==> src/design/vcu_pkg.sv <==
// Shared types, constants and helpers for the vector clock unit.
// No dependencies; every other design file refers to this package by scoped names.
`timescale 1ns / 1ps

package vcu_pkg;

   localparam int MAX_PROCESSES = 16;
   localparam int COUNTER_BITS  = 32;
   localparam int RESULT_LIMIT  = 16;
   localparam int SLOT_BITS     = $clog2(MAX_PROCESSES);
   localparam int SLOT_LIMIT    = (MAX_PROCESSES < RESULT_LIMIT) ? MAX_PROCESSES
                                                                 : RESULT_LIMIT;
   localparam int QUEUE_DEPTH   = 2;
   localparam int QPTR_BITS     = $clog2(QUEUE_DEPTH);
   localparam int QCNT_BITS     = $clog2(QUEUE_DEPTH + 1);

   localparam logic [63:0] COUNTER_MAX64 = 64'hFFFF_FFFF_FFFF_FFFF >> (64 - COUNTER_BITS);

   typedef logic [COUNTER_BITS-1:0] counter_type;
   localparam counter_type COUNTER_MAX = COUNTER_MAX64[COUNTER_BITS-1:0];

   // event kinds
   localparam logic [1:0] FUNC_INTERNAL = 2'd0;
   localparam logic [1:0] FUNC_SEND     = 2'd1;
   localparam logic [1:0] FUNC_RECEIVE  = 2'd2;

   // register indexes
   localparam logic CSR_OWN_SLOT      = 1'b0;
   localparam logic CSR_PROCESS_COUNT = 1'b1;

   typedef struct packed {
      logic        merge;    // fold element into slot by maximum
      logic        finish;   // bump own counter and emit the vector
      logic [3:0]  slot;
      counter_type element;
   } cmd_type;

   typedef enum logic [2:0] {
      ST_IDLE,
      ST_MERGE_RD,
      ST_MERGE_WR,
      ST_BUMP_RD,
      ST_BUMP_WR,
      ST_EMIT_RD,
      ST_EMIT_LD
   } back_state_type;

   // number of vector slots in use, 1..SLOT_LIMIT
   function automatic logic [4:0] slots_in_use(input logic [4:0] process_count);
      logic [4:0] c;
      c = (process_count == 5'd0) ? 5'd1 : process_count;
      if (32'(c) > SLOT_LIMIT) c = 5'(SLOT_LIMIT);
      return c;
   endfunction

   function automatic counter_type sat_element(input logic [31:0] e);
      logic [63:0] w;
      w = {32'd0, e};
      if (w > COUNTER_MAX64) return COUNTER_MAX;
      return w[COUNTER_BITS-1:0];
   endfunction

   function automatic logic [31:0] low_word(input counter_type c);
      logic [63:0] w;
      w = 64'(c);
      return w[31:0];
   endfunction

endpackage

==> src/design/vcu_front.sv <==
// Front end: accepts request transfers, tracks the receive position of an
// incoming clock and turns each merging or finishing item into a back-end command. Uses vcu_pkg.
`timescale 1ns / 1ps

module vcu_front (
   input  logic             clock,
   input  logic             reset,
   input  logic             req_valid,
   output logic             req_ready,
   input  logic [1:0]       req_func,
   input  logic [31:0]      req_clock_element,
   input  logic             req_element_last,
   input  logic [4:0]       slot_count,
   input  logic             queue_full,
   output logic             push,
   output vcu_pkg::cmd_type push_cmd
);

   logic [3:0] pos_ff, pos_in;
   logic       full_ff, full_in;
   logic       accept, is_event, is_recv, room;
   logic [4:0] pos_next;

   assign req_ready = !queue_full;
   assign accept    = req_valid && req_ready;
   assign is_event  = (req_func == vcu_pkg::FUNC_INTERNAL) || (req_func == vcu_pkg::FUNC_SEND);
   assign is_recv   = (req_func == vcu_pkg::FUNC_RECEIVE);
   assign room      = !full_ff && ({1'b0, pos_ff} < slot_count);
   assign pos_next  = {1'b0, pos_ff} + 5'd1;

   always_comb begin
      push_cmd.merge   = is_recv && room;
      push_cmd.finish  = is_event || (is_recv && req_element_last);
      push_cmd.slot    = pos_ff;
      push_cmd.element = vcu_pkg::sat_element(req_clock_element);
   end

   assign push = accept && (push_cmd.merge || push_cmd.finish);

   always_comb begin
      pos_in  = pos_ff;
      full_in = full_ff;
      if (accept && is_recv) begin
         if (req_element_last) begin
            pos_in  = 4'd0;
            full_in = 1'b0;
         end else if (room) begin
            if (pos_next >= slot_count) begin
               full_in = 1'b1;
            end else begin
               pos_in = pos_next[3:0];
            end
         end
      end
   end

   always_ff @(posedge clock) begin
      if (reset) begin
         pos_ff  <= 4'd0;
         full_ff <= 1'b0;
      end else begin
         pos_ff  <= pos_in;
         full_ff <= full_in;
      end
   end

endmodule

==> src/design/vcu_queue.sv <==
// Short command queue between the front end and the back end.
// Uses vcu_pkg for the command type and depth.
`timescale 1ns / 1ps

module vcu_queue (
   input  logic             clock,
   input  logic             reset,
   input  logic             push,
   input  vcu_pkg::cmd_type push_cmd,
   output logic             full,
   input  logic             pop,
   output logic             pop_valid,
   output vcu_pkg::cmd_type pop_cmd
);

   vcu_pkg::cmd_type                   entry_ff [vcu_pkg::QUEUE_DEPTH];
   logic [vcu_pkg::QPTR_BITS-1:0]      wr_ptr_ff, wr_ptr_in;
   logic [vcu_pkg::QPTR_BITS-1:0]      rd_ptr_ff, rd_ptr_in;
   logic [vcu_pkg::QCNT_BITS-1:0]      count_ff, count_in;
   logic                               do_push, do_pop;

   assign full      = (32'(count_ff) == vcu_pkg::QUEUE_DEPTH);
   assign pop_valid = (count_ff != '0);
   assign pop_cmd   = entry_ff[rd_ptr_ff];
   assign do_push   = push && !full;
   assign do_pop    = pop && pop_valid;

   always_comb begin
      wr_ptr_in = wr_ptr_ff;
      rd_ptr_in = rd_ptr_ff;
      count_in  = count_ff;
      if (do_push) begin
         wr_ptr_in = (32'(wr_ptr_ff) == vcu_pkg::QUEUE_DEPTH - 1) ? '0 : wr_ptr_ff + 1'b1;
      end
      if (do_pop) begin
         rd_ptr_in = (32'(rd_ptr_ff) == vcu_pkg::QUEUE_DEPTH - 1) ? '0 : rd_ptr_ff + 1'b1;
      end
      if (do_push && !do_pop) begin
         count_in = count_ff + 1'b1;
      end else if (do_pop && !do_push) begin
         count_in = count_ff - 1'b1;
      end
   end

   always_ff @(posedge clock) begin
      if (reset) begin
         wr_ptr_ff <= '0;
         rd_ptr_ff <= '0;
         count_ff  <= '0;
      end else begin
         wr_ptr_ff <= wr_ptr_in;
         rd_ptr_ff <= rd_ptr_in;
         count_ff  <= count_in;
      end
   end

   always_ff @(posedge clock) begin
      if (do_push) begin
         entry_ff[wr_ptr_ff] <= push_cmd;
      end
   end

endmodule

==> src/design/vcu_back.sv <==
// Back end: holds the counter store, merges elements, bumps the own counter
// and streams the vector out through a result register. Uses vcu_pkg.
`timescale 1ns / 1ps

module vcu_back (
   input  logic             clock,
   input  logic             reset,
   input  logic             cmd_valid,
   input  vcu_pkg::cmd_type cmd,
   output logic             cmd_pop,
   input  logic [3:0]       own_slot,
   input  logic [4:0]       slot_count,
   output logic             rsp_valid,
   input  logic             rsp_ready,
   output logic [3:0]       rsp_slot_index,
   output logic [31:0]      rsp_counter_value,
   output logic             rsp_run_last
);

   vcu_pkg::back_state_type state_ff, state_in;
   vcu_pkg::cmd_type        cmd_ff, cmd_in;
   logic [3:0]              slot_ff, slot_in;

   // counter store; entries not yet written read as zero
   vcu_pkg::counter_type            mem [vcu_pkg::MAX_PROCESSES];
   logic [vcu_pkg::MAX_PROCESSES-1:0] written_ff;
   vcu_pkg::counter_type            rd_data_ff;
   logic                            rd_written_ff;
   vcu_pkg::counter_type            cur;

   logic                            rd_en, wr_en, load_out, out_free, own_ok, emit_last;
   logic [vcu_pkg::SLOT_BITS-1:0]   rd_addr, wr_addr;
   vcu_pkg::counter_type            wr_data;

   logic                            rsp_valid_ff, rsp_valid_in;
   logic [3:0]                      rsp_slot_ff;
   logic [31:0]                     rsp_value_ff;
   logic                            rsp_last_ff;

   assign cur       = rd_written_ff ? rd_data_ff : '0;
   assign out_free  = !rsp_valid_ff || rsp_ready;
   assign own_ok    = (32'(own_slot) < vcu_pkg::MAX_PROCESSES);
   assign emit_last = (({1'b0, slot_ff} + 5'd1) == slot_count);

   // next state
   always_comb begin
      state_in = state_ff;
      cmd_in   = cmd_ff;
      slot_in  = slot_ff;
      case (state_ff)
         vcu_pkg::ST_IDLE: begin
            if (cmd_valid) begin
               cmd_in   = cmd;
               state_in = cmd.merge ? vcu_pkg::ST_MERGE_RD : vcu_pkg::ST_BUMP_RD;
            end
         end
         vcu_pkg::ST_MERGE_RD: state_in = vcu_pkg::ST_MERGE_WR;
         vcu_pkg::ST_MERGE_WR: begin
            state_in = cmd_ff.finish ? vcu_pkg::ST_BUMP_RD : vcu_pkg::ST_IDLE;
         end
         vcu_pkg::ST_BUMP_RD: begin
            slot_in  = 4'd0;
            state_in = own_ok ? vcu_pkg::ST_BUMP_WR : vcu_pkg::ST_EMIT_RD;
         end
         vcu_pkg::ST_BUMP_WR: begin
            slot_in  = 4'd0;
            state_in = vcu_pkg::ST_EMIT_RD;
         end
         vcu_pkg::ST_EMIT_RD: begin
            if (out_free) state_in = vcu_pkg::ST_EMIT_LD;
         end
         vcu_pkg::ST_EMIT_LD: begin
            if (emit_last) begin
               state_in = vcu_pkg::ST_IDLE;
            end else begin
               slot_in  = slot_ff + 4'd1;
               state_in = vcu_pkg::ST_EMIT_RD;
            end
         end
         default: state_in = vcu_pkg::ST_IDLE;
      endcase
   end

   // datapath controls
   always_comb begin
      cmd_pop  = 1'b0;
      rd_en    = 1'b0;
      rd_addr  = '0;
      wr_en    = 1'b0;
      wr_addr  = '0;
      wr_data  = cur;
      load_out = 1'b0;
      case (state_ff)
         vcu_pkg::ST_IDLE: cmd_pop = cmd_valid;
         vcu_pkg::ST_MERGE_RD: begin
            rd_en   = 1'b1;
            rd_addr = vcu_pkg::SLOT_BITS'(cmd_ff.slot);
         end
         vcu_pkg::ST_MERGE_WR: begin
            wr_addr = vcu_pkg::SLOT_BITS'(cmd_ff.slot);
            wr_en   = (cmd_ff.element > cur);
            wr_data = cmd_ff.element;
         end
         vcu_pkg::ST_BUMP_RD: begin
            rd_en   = own_ok;
            rd_addr = vcu_pkg::SLOT_BITS'(own_slot);
         end
         vcu_pkg::ST_BUMP_WR: begin
            wr_addr = vcu_pkg::SLOT_BITS'(own_slot);
            wr_en   = (cur != vcu_pkg::COUNTER_MAX);
            wr_data = cur + 1'b1;
         end
         vcu_pkg::ST_EMIT_RD: begin
            rd_en   = out_free;
            rd_addr = vcu_pkg::SLOT_BITS'(slot_ff);
         end
         vcu_pkg::ST_EMIT_LD: load_out = 1'b1;
         default: ;
      endcase
   end

   always_comb begin
      rsp_valid_in = rsp_valid_ff;
      if (load_out) begin
         rsp_valid_in = 1'b1;
      end else if (rsp_valid_ff && rsp_ready) begin
         rsp_valid_in = 1'b0;
      end
   end

   always_ff @(posedge clock) begin
      if (reset) begin
         state_ff     <= vcu_pkg::ST_IDLE;
         slot_ff      <= 4'd0;
         written_ff   <= '0;
         rsp_valid_ff <= 1'b0;
      end else begin
         state_ff     <= state_in;
         slot_ff      <= slot_in;
         rsp_valid_ff <= rsp_valid_in;
         if (wr_en) written_ff[wr_addr] <= 1'b1;
      end
   end

   always_ff @(posedge clock) begin
      cmd_ff <= cmd_in;
      if (wr_en) mem[wr_addr] <= wr_data;
      if (rd_en) begin
         rd_data_ff    <= mem[rd_addr];
         rd_written_ff <= written_ff[rd_addr];
      end
      if (load_out) begin
         rsp_slot_ff  <= slot_ff;
         rsp_value_ff <= vcu_pkg::low_word(cur);
         rsp_last_ff  <= emit_last;
      end
   end

   assign rsp_valid         = rsp_valid_ff;
   assign rsp_slot_index    = rsp_slot_ff;
   assign rsp_counter_value = rsp_value_ff;
   assign rsp_run_last      = rsp_last_ff;

   a_load_into_free: assert property (@(posedge clock) disable iff (reset)
      load_out |-> !rsp_valid_ff)
      else $error("result register overwritten");

   a_no_write_while_emit: assert property (@(posedge clock) disable iff (reset)
      load_out |-> !wr_en)
      else $error("store written during emit");

   a_merge_follows_read: assert property (@(posedge clock) disable iff (reset)
      state_ff == vcu_pkg::ST_MERGE_WR |-> $past(state_ff) == vcu_pkg::ST_MERGE_RD)
      else $error("merge write without read");

   a_last_on_final_slot: assert property (@(posedge clock) disable iff (reset)
      load_out && emit_last |=> rsp_last_ff && ({1'b0, rsp_slot_ff} + 5'd1 == slot_count))
      else $error("run end on wrong slot");

endmodule

==> src/design/vector_clock_unit_core.sv <==
// Top level of the vector clock unit: configuration registers, front end,
// command queue and back end. Uses vcu_pkg, vcu_front, vcu_queue, vcu_back.
// Sequencing: the back end handles a middle element as pop, read, write; an
//   internal or send transfer, or a closing element after any merge, bumps the
//   own counter, then streams the vector slot by slot through the result register,
//   stalling while it is full. The back end takes one command at a time.
// Reset is synchronous and active high: all counters read zero, the receive
//   position returns to slot 0, own_slot becomes 0 and process_count 16.
`timescale 1ns / 1ps

module vector_clock_unit_core (
   input  logic        clock,
   input  logic        reset,
   input  logic        req_valid,
   output logic        req_ready,
   input  logic [1:0]  req_func,
   input  logic [31:0] req_clock_element,
   input  logic        req_element_last,
   output logic        rsp_valid,
   input  logic        rsp_ready,
   output logic [3:0]  rsp_slot_index,
   output logic [31:0] rsp_counter_value,
   output logic        rsp_run_last,
   input  logic        csr_write_enable,
   input  logic        csr_index,
   input  logic [4:0]  csr_write_data
);

   logic [3:0]       own_slot_ff;
   logic [4:0]       process_count_ff;
   logic [4:0]       slot_count;
   logic             push, queue_full, pop, pop_valid;
   vcu_pkg::cmd_type push_cmd, pop_cmd;

   always_ff @(posedge clock) begin
      if (reset) begin
         own_slot_ff      <= 4'd0;
         process_count_ff <= 5'd16;
      end else if (csr_write_enable) begin
         case (csr_index)
            vcu_pkg::CSR_OWN_SLOT:      own_slot_ff      <= csr_write_data[3:0];
            vcu_pkg::CSR_PROCESS_COUNT: process_count_ff <= csr_write_data;
            default: ;
         endcase
      end
   end

   assign slot_count = vcu_pkg::slots_in_use(process_count_ff);

   vcu_front u_front (
      .clock             (clock),
      .reset             (reset),
      .req_valid         (req_valid),
      .req_ready         (req_ready),
      .req_func          (req_func),
      .req_clock_element (req_clock_element),
      .req_element_last  (req_element_last),
      .slot_count        (slot_count),
      .queue_full        (queue_full),
      .push              (push),
      .push_cmd          (push_cmd)
   );

   vcu_queue u_queue (
      .clock     (clock),
      .reset     (reset),
      .push      (push),
      .push_cmd  (push_cmd),
      .full      (queue_full),
      .pop       (pop),
      .pop_valid (pop_valid),
      .pop_cmd   (pop_cmd)
   );

   vcu_back u_back (
      .clock             (clock),
      .reset             (reset),
      .cmd_valid         (pop_valid),
      .cmd               (pop_cmd),
      .cmd_pop           (pop),
      .own_slot          (own_slot_ff),
      .slot_count        (slot_count),
      .rsp_valid         (rsp_valid),
      .rsp_ready         (rsp_ready),
      .rsp_slot_index    (rsp_slot_index),
      .rsp_counter_value (rsp_counter_value),
      .rsp_run_last      (rsp_run_last)
   );

endmodule
==> config.mk <==
export PLATFORM = sky130hd
export DESIGN_NAME = vector_clock_unit_core
export DESIGN_NICKNAME = d
export VERILOG_FILES = /design/src/design/vcu_pkg.sv /design/src/design/vcu_front.sv /design/src/design/vcu_queue.sv /design/src/design/vcu_back.sv /design/src/design/vector_clock_unit_core.sv
export SDC_FILE = /design/constraint.sdc
export NUM_CORES = 1
export LEC_CHECK = 0
export ABC_CLOCK_PERIOD_IN_PS = 14950
export BUFFER_PORTS_ARGS = -buffer_cell sky130_fd_sc_hd__buf_2
export CAP_MARGIN = 10
export CORE_UTILIZATION = 65
export DETAILED_ROUTE_END_ITERATION = 6
export PLACE_DENSITY = 0.85
export SLEW_MARGIN = 20
export SYNTH_ARGS = -nofsm -noshare
export SYNTH_HDL_FRONTEND = slang
export SYNTH_SLANG_ARGS = --single-unit
==> constraint.sdc <==
create_clock -name clock -period 14.95 [get_ports clock]
set_input_delay 0.7475 -clock clock [delete_from_list [all_inputs] [get_ports clock]]
set_output_delay 0.7475 -clock clock [all_outputs]
set_load 0.02 [all_outputs]
==> impl_metrics.prom <==
# TYPE chip_impl_metric gauge
chip_impl_metric{name="area_growth_syn_to_layout",unit="%"} 13.0
chip_impl_metric{name="yosysUniqueCellTypes",unit=""} 70
chip_impl_info{name="yosys.cell_count.top_type",value="sky130_fd_sc_hd__edfxtp_1"} 1
chip_impl_metric{name="timing.critical_path.fanout_max",unit=""} 42
chip_impl_metric{name="power.leakage",unit="nW"} 11.4
chip_impl_info{name="synth_area_leaders",value="sky130_fd_sc_hd__edfxtp_1 70%, sky130_fd_sc_hd__mux4_2 10%, sky130_fd_sc_hd__dfxtp_1 2.9%, sky130_fd_sc_hd__a22oi_1 1.9%, sky130_fd_sc_hd__ha_1 1.9%"} 1
chip_impl_info{name="worst_hold_class",value="in2reg"} 1
chip_impl_metric{name="placement.io_buffers",unit=""} 84
chip_impl_metric{name="floorplan.die.height",unit="um"} 216
chip_impl_metric{name="drt_wl_cell",unit="um"} 30.1
chip_impl_metric{name="clock_network_latency_to_the_later_pin_of_the_worst_skew_pair",unit="ns"} 0.62
chip_impl_metric{name="syn_area_per_cell",unit="um2"} 17.7
chip_impl_metric{name="synth_edf_count",unit=""} 695
chip_impl_metric{name="die-area",unit="um2"} 46600
chip_impl_info{name="critical_path_launch_point_type",value="flop"} 1
chip_impl_info{name="setup.worst_path.end_class",value="flop"} 1
chip_impl_metric{name="final_std_cells_w_o_fill",unit=""} 2461
chip_impl_metric{name="ir_drop",unit="mV"} 0.136
chip_impl_metric{name="grt_pass1_vias",unit=""} 17514
chip_impl_metric{name="core_region_area",unit="um2"} 44700
chip_impl_metric{name="place.detailed.instances",unit=""} 2325
chip_impl_info{name="worstSetupPathType",value="reg2reg"} 1
chip_impl_metric{name="hold_viol",unit=""} 0
chip_impl_metric{name="mappedNetlistArea",unit="um2"} 29700
chip_impl_metric{name="power.density_cell_area",unit="nW/um2"} 176
chip_impl_metric{name="timing.reg2reg.setup_slack",unit="ns"} 10.28
chip_impl_metric{name="antenna_violations_before_repair",unit=""} 0
chip_impl_metric{name="preCtsSetupSlack",unit="ns"} 10.60
chip_impl_metric{name="starting_density_of_the_core",unit=""} 0.665
chip_impl_metric{name="setup_tns",unit="ns"} 0
chip_impl_metric{name="die_width",unit="um"} 216
chip_impl_metric{name="gr-total-overflow",unit=""} 0
chip_impl_metric{name="critical_path_arrival",unit="ns"} 5.02
chip_impl_metric{name="utilization",unit=""} 0.752
chip_impl_metric{name="level_count_of_the_clock_h_tree",unit=""} 3
chip_impl_metric{name="syn_nets",unit=""} 1767
chip_impl_metric{name="hold_ws",unit="ns"} 0.325
chip_impl_metric{name="fin_area",unit="um2"} 33600
chip_impl_metric{name="ys_warn_count",unit=""} 0
chip_impl_metric{name="final-setup-viol-count",unit=""} 0
chip_impl_metric{name="drt.antenna.violating_nets",unit=""} 0
chip_impl_info{name="cts_tree",value="done"} 1
chip_impl_metric{name="numCtsBuffers",unit=""} 71
chip_impl_metric{name="detailed_place.area",unit="um2"} 31200
chip_impl_metric{name="dp.final_hpwl",unit="um"} 41100
chip_impl_info{name="synth_largest_area_cell",value="sky130_fd_sc_hd__edfxtp_1"} 1
chip_impl_metric{name="fin_worst_skew",unit="ns"} 0.0218
chip_impl_metric{name="clk_path_buf_depth",unit=""} 3
chip_impl_metric{name="timing.final.max_slew_violations",unit=""} 0
chip_impl_metric{name="first_drt_iteration_drcs",unit=""} 2632
chip_impl_metric{name="max_clock_freq",unit="MHz"} 214
chip_impl_metric{name="drt_pass_1_iters",unit=""} 7
chip_impl_metric{name="std_cell_rows",unit=""} 77
chip_impl_metric{name="gpl.final_weighted_congestion",unit=""} 0.966
chip_impl_metric{name="grt.total_usage",unit=""} 0.321
chip_impl_metric{name="synthArstFlopShare",unit=""} 0
chip_impl_info{name="timing.critical_path.to",value="u_back.mem[11][30]$_DFFE_PP_"} 1
chip_impl_metric{name="finalNetCount",unit=""} 1903
chip_impl_info{name="cp_cell_sequence",value="buf_4, and2_1, ha_1, nand3_2, or4_4, nor4_4, a211oi_1, nor3_4, nor2_4, buf_16"} 1
chip_impl_info{name="grt_setup_unrepaired",value="no"} 1
chip_impl_info{name="setup.worst_path.start",value="u_back.rd_written_ff$_DFFE_PP_"} 1
chip_impl_info{name="ranking_of_synthesized_cells_by_instance_count",value="695 x sky130_fd_sc_hd__edfxtp_1, 132 x sky130_fd_sc_hd__mux4_2, 129 x sky130_fd_sc_hd__nand2_1"} 1
chip_impl_metric{name="cts_resized",unit=""} 0
chip_impl_metric{name="max_slew_margin",unit=""} 0.267
chip_impl_metric{name="total_drc_errors_in_the_routed_layout",unit=""} 0
chip_impl_info{name="status",value="completed"} 1
chip_impl_metric{name="synthCells",unit=""} 1676
chip_impl_metric{name="route.final.wire_length",unit="um"} 74200
chip_impl_metric{name="critPathRequiredTime",unit="ns"} 15.30
chip_impl_metric{name="routed_via_density",unit=""} 7.02
chip_impl_info{name="r2r_start",value="u_back.rd_written_ff$_DFFE_PP_"} 1
chip_impl_metric{name="yosysSeqAreaShare",unit=""} 0.731
chip_impl_info{name="ys.flop_type",value="sky130_fd_sc_hd__edfxtp_1"} 1
chip_impl_metric{name="first_pass_grt_wire_length",unit="um"} 109000
chip_impl_metric{name="cts_setup_buffers",unit=""} 0
chip_impl_metric{name="ioPinCount",unit=""} 85
chip_impl_metric{name="worst_hold_path.num_cells",unit=""} 1
chip_impl_metric{name="cts_hold_buffers",unit=""} 0
chip_impl_metric{name="largest_net_degree_at_the_start_of_global_routing",unit=""} 52
chip_impl_info{name="crit_path_top_delay_cell",value="sky130_fd_sc_hd__nor3_4"} 1
chip_impl_info{name="clockRootBuffer",value="sky130_fd_sc_hd__clkbuf_16"} 1
chip_impl_metric{name="drive_above_1_share",unit=""} 0.246
chip_impl_metric{name="period_share",unit=""} 0.312
chip_impl_info{name="rr_endpoint",value="u_back.mem[11][30]$_DFFE_PP_"} 1
chip_impl_metric{name="tightestPinTransition",unit="ns"} 1.10
chip_impl_metric{name="vias",unit=""} 17283
chip_impl_metric{name="yosys_register_bits",unit=""} 738
chip_impl_metric{name="numClockSinks",unit=""} 738
chip_impl_metric{name="timing.max_cap.violations",unit=""} 0
chip_impl_metric{name="ff2ff_path_depth",unit=""} 10
chip_impl_metric{name="fin_total_pwr",unit="mW"} 5.91
chip_impl_metric{name="cpPeakStageDelay",unit="ns"} 0.88
chip_impl_metric{name="final_period_minus_worst_setup_slack",unit="ns"} 4.67
chip_impl_metric{name="synth_top_cell_area_share",unit=""} 0.702
chip_impl_metric{name="cts.clk_slew.worst_paths",unit="ns"} 0.06
chip_impl_metric{name="min_setup_slack_post_route",unit="ns"} 10.28
## layout make-up
class	instances	area, um2
flip-flops and latches	738	21700
fillers	2343	11100
multi-input cells	802	7640
clock buffers	90	1920
repair buffers	143	993
well taps	592	741
clock inverters	39	358
inverters	56	210
diodes	1	2.50
## logic make-up after synthesis
kind of cell	Yosys count	share of synthesized area
AO/OA/AOI/OAI	244	0.0572
XOR/XNOR	16	0.00471
adder cells (fa/ha/maj)	45	0.0189
buffers and inverters	136	0.0182
flip-flops	738	0.731
multiplexers	181	0.118
AND/OR/NAND/NOR	316	0.0520
## worst min path at each step
stage | to | start
after global placement | u_back.written_ff[13]$_SDFFE_PP0P_ | u_back.written_ff[13]$_SDFFE_PP0P_
after global routing | u_queue.entry_ff[0][17]$_DFFE_PP_ | req_clock_element[17]
after detailed placement | u_back.written_ff[13]$_SDFFE_PP0P_ | u_back.written_ff[13]$_SDFFE_PP0P_
final | u_queue.entry_ff[1][17]$_DFFE_PP_ | req_clock_element[17]
after floorplan | u_back.written_ff[13]$_SDFFE_PP0P_ | u_back.written_ff[13]$_SDFFE_PP0P_
after CTS | u_queue.entry_ff[1][17]$_DFFE_PP_ | req_clock_element[17]
## power by group
group | leakage, nW | total, mW | internal, mW | switching [mW]
combinational | 3.60 | 1.31 | 0.441 | 0.867
sequential | 6.73 | 2.84 | 2.70 | 0.147
clock | 1.12 | 1.76 | 0.991 | 0.768
## worst max-delay path: cells and delay by family (launching register included)
| kind | cells | cell delay (ns) |
|---|---|---|
| buffers and inverters | 2 | 0.68 |
| flip-flops | 1 | 0.32 |
| AO/OA/AOI/OAI | 1 | 0.25 |
| AND/OR/NAND/NOR | 6 | 2.86 |
| adder cells (fa/ha/maj) | 1 | 0.26 |
## registers in the layout (all words and copies together) (netlist names), named ones only
signal / flops
u_back.slot_ff: 4
u_back.state_ff: 3
u_front.pos_ff: 4
u_back.rsp_run_last: 1
u_queue.count_ff: 2
u_back.written_ff: 16
u_back.rd_written_ff: 1
u_queue.rd_ptr_ff: 1
u_back.cmd_ff: 37
u_back.rsp_slot_index: 4
process_count_ff: 5
u_front.full_ff: 1
u_back.rsp_valid: 1
u_queue.wr_ptr_ff: 1
own_slot_ff: 4
u_back.mem: 512
u_back.rd_data_ff: 32
u_queue.entry_ff: 76
u_back.rsp_counter_value: 32
## cells in the final DEF (no fill, tap or decap), types with 37 or more instances in the layout
cell type | synthesis | routed
sky130_fd_sc_hd__inv_1 | 55 | 54
sky130_fd_sc_hd__clkbuf_16 | 0 | 73
sky130_fd_sc_hd__buf_2 | 15 | 84
sky130_fd_sc_hd__a22oi_1 | 77 | 77
sky130_fd_sc_hd__buf_4 | 1 | 51
sky130_fd_sc_hd__edfxtp_1 | 695 | 695
sky130_fd_sc_hd__nor2_1 | 58 | 47
sky130_fd_sc_hd__mux2_2 | 38 | 38
sky130_fd_sc_hd__ha_1 | 45 | 45
sky130_fd_sc_hd__a21oi_1 | 37 | 37
sky130_fd_sc_hd__mux4_2 | 132 | 132
sky130_fd_sc_hd__o21ai_0 | 50 | 49
sky130_fd_sc_hd__nand2_1 | 129 | 127
sky130_fd_sc_hd__dfxtp_1 | 43 | 43
## routing by layer
metal  wire (um)  GRT usage
met2       36900      0.524
met5           0          0
met3        7490     0.0702
met1       25300      0.404
met4        4470      0.176
(Power assumes the default switching activity.)
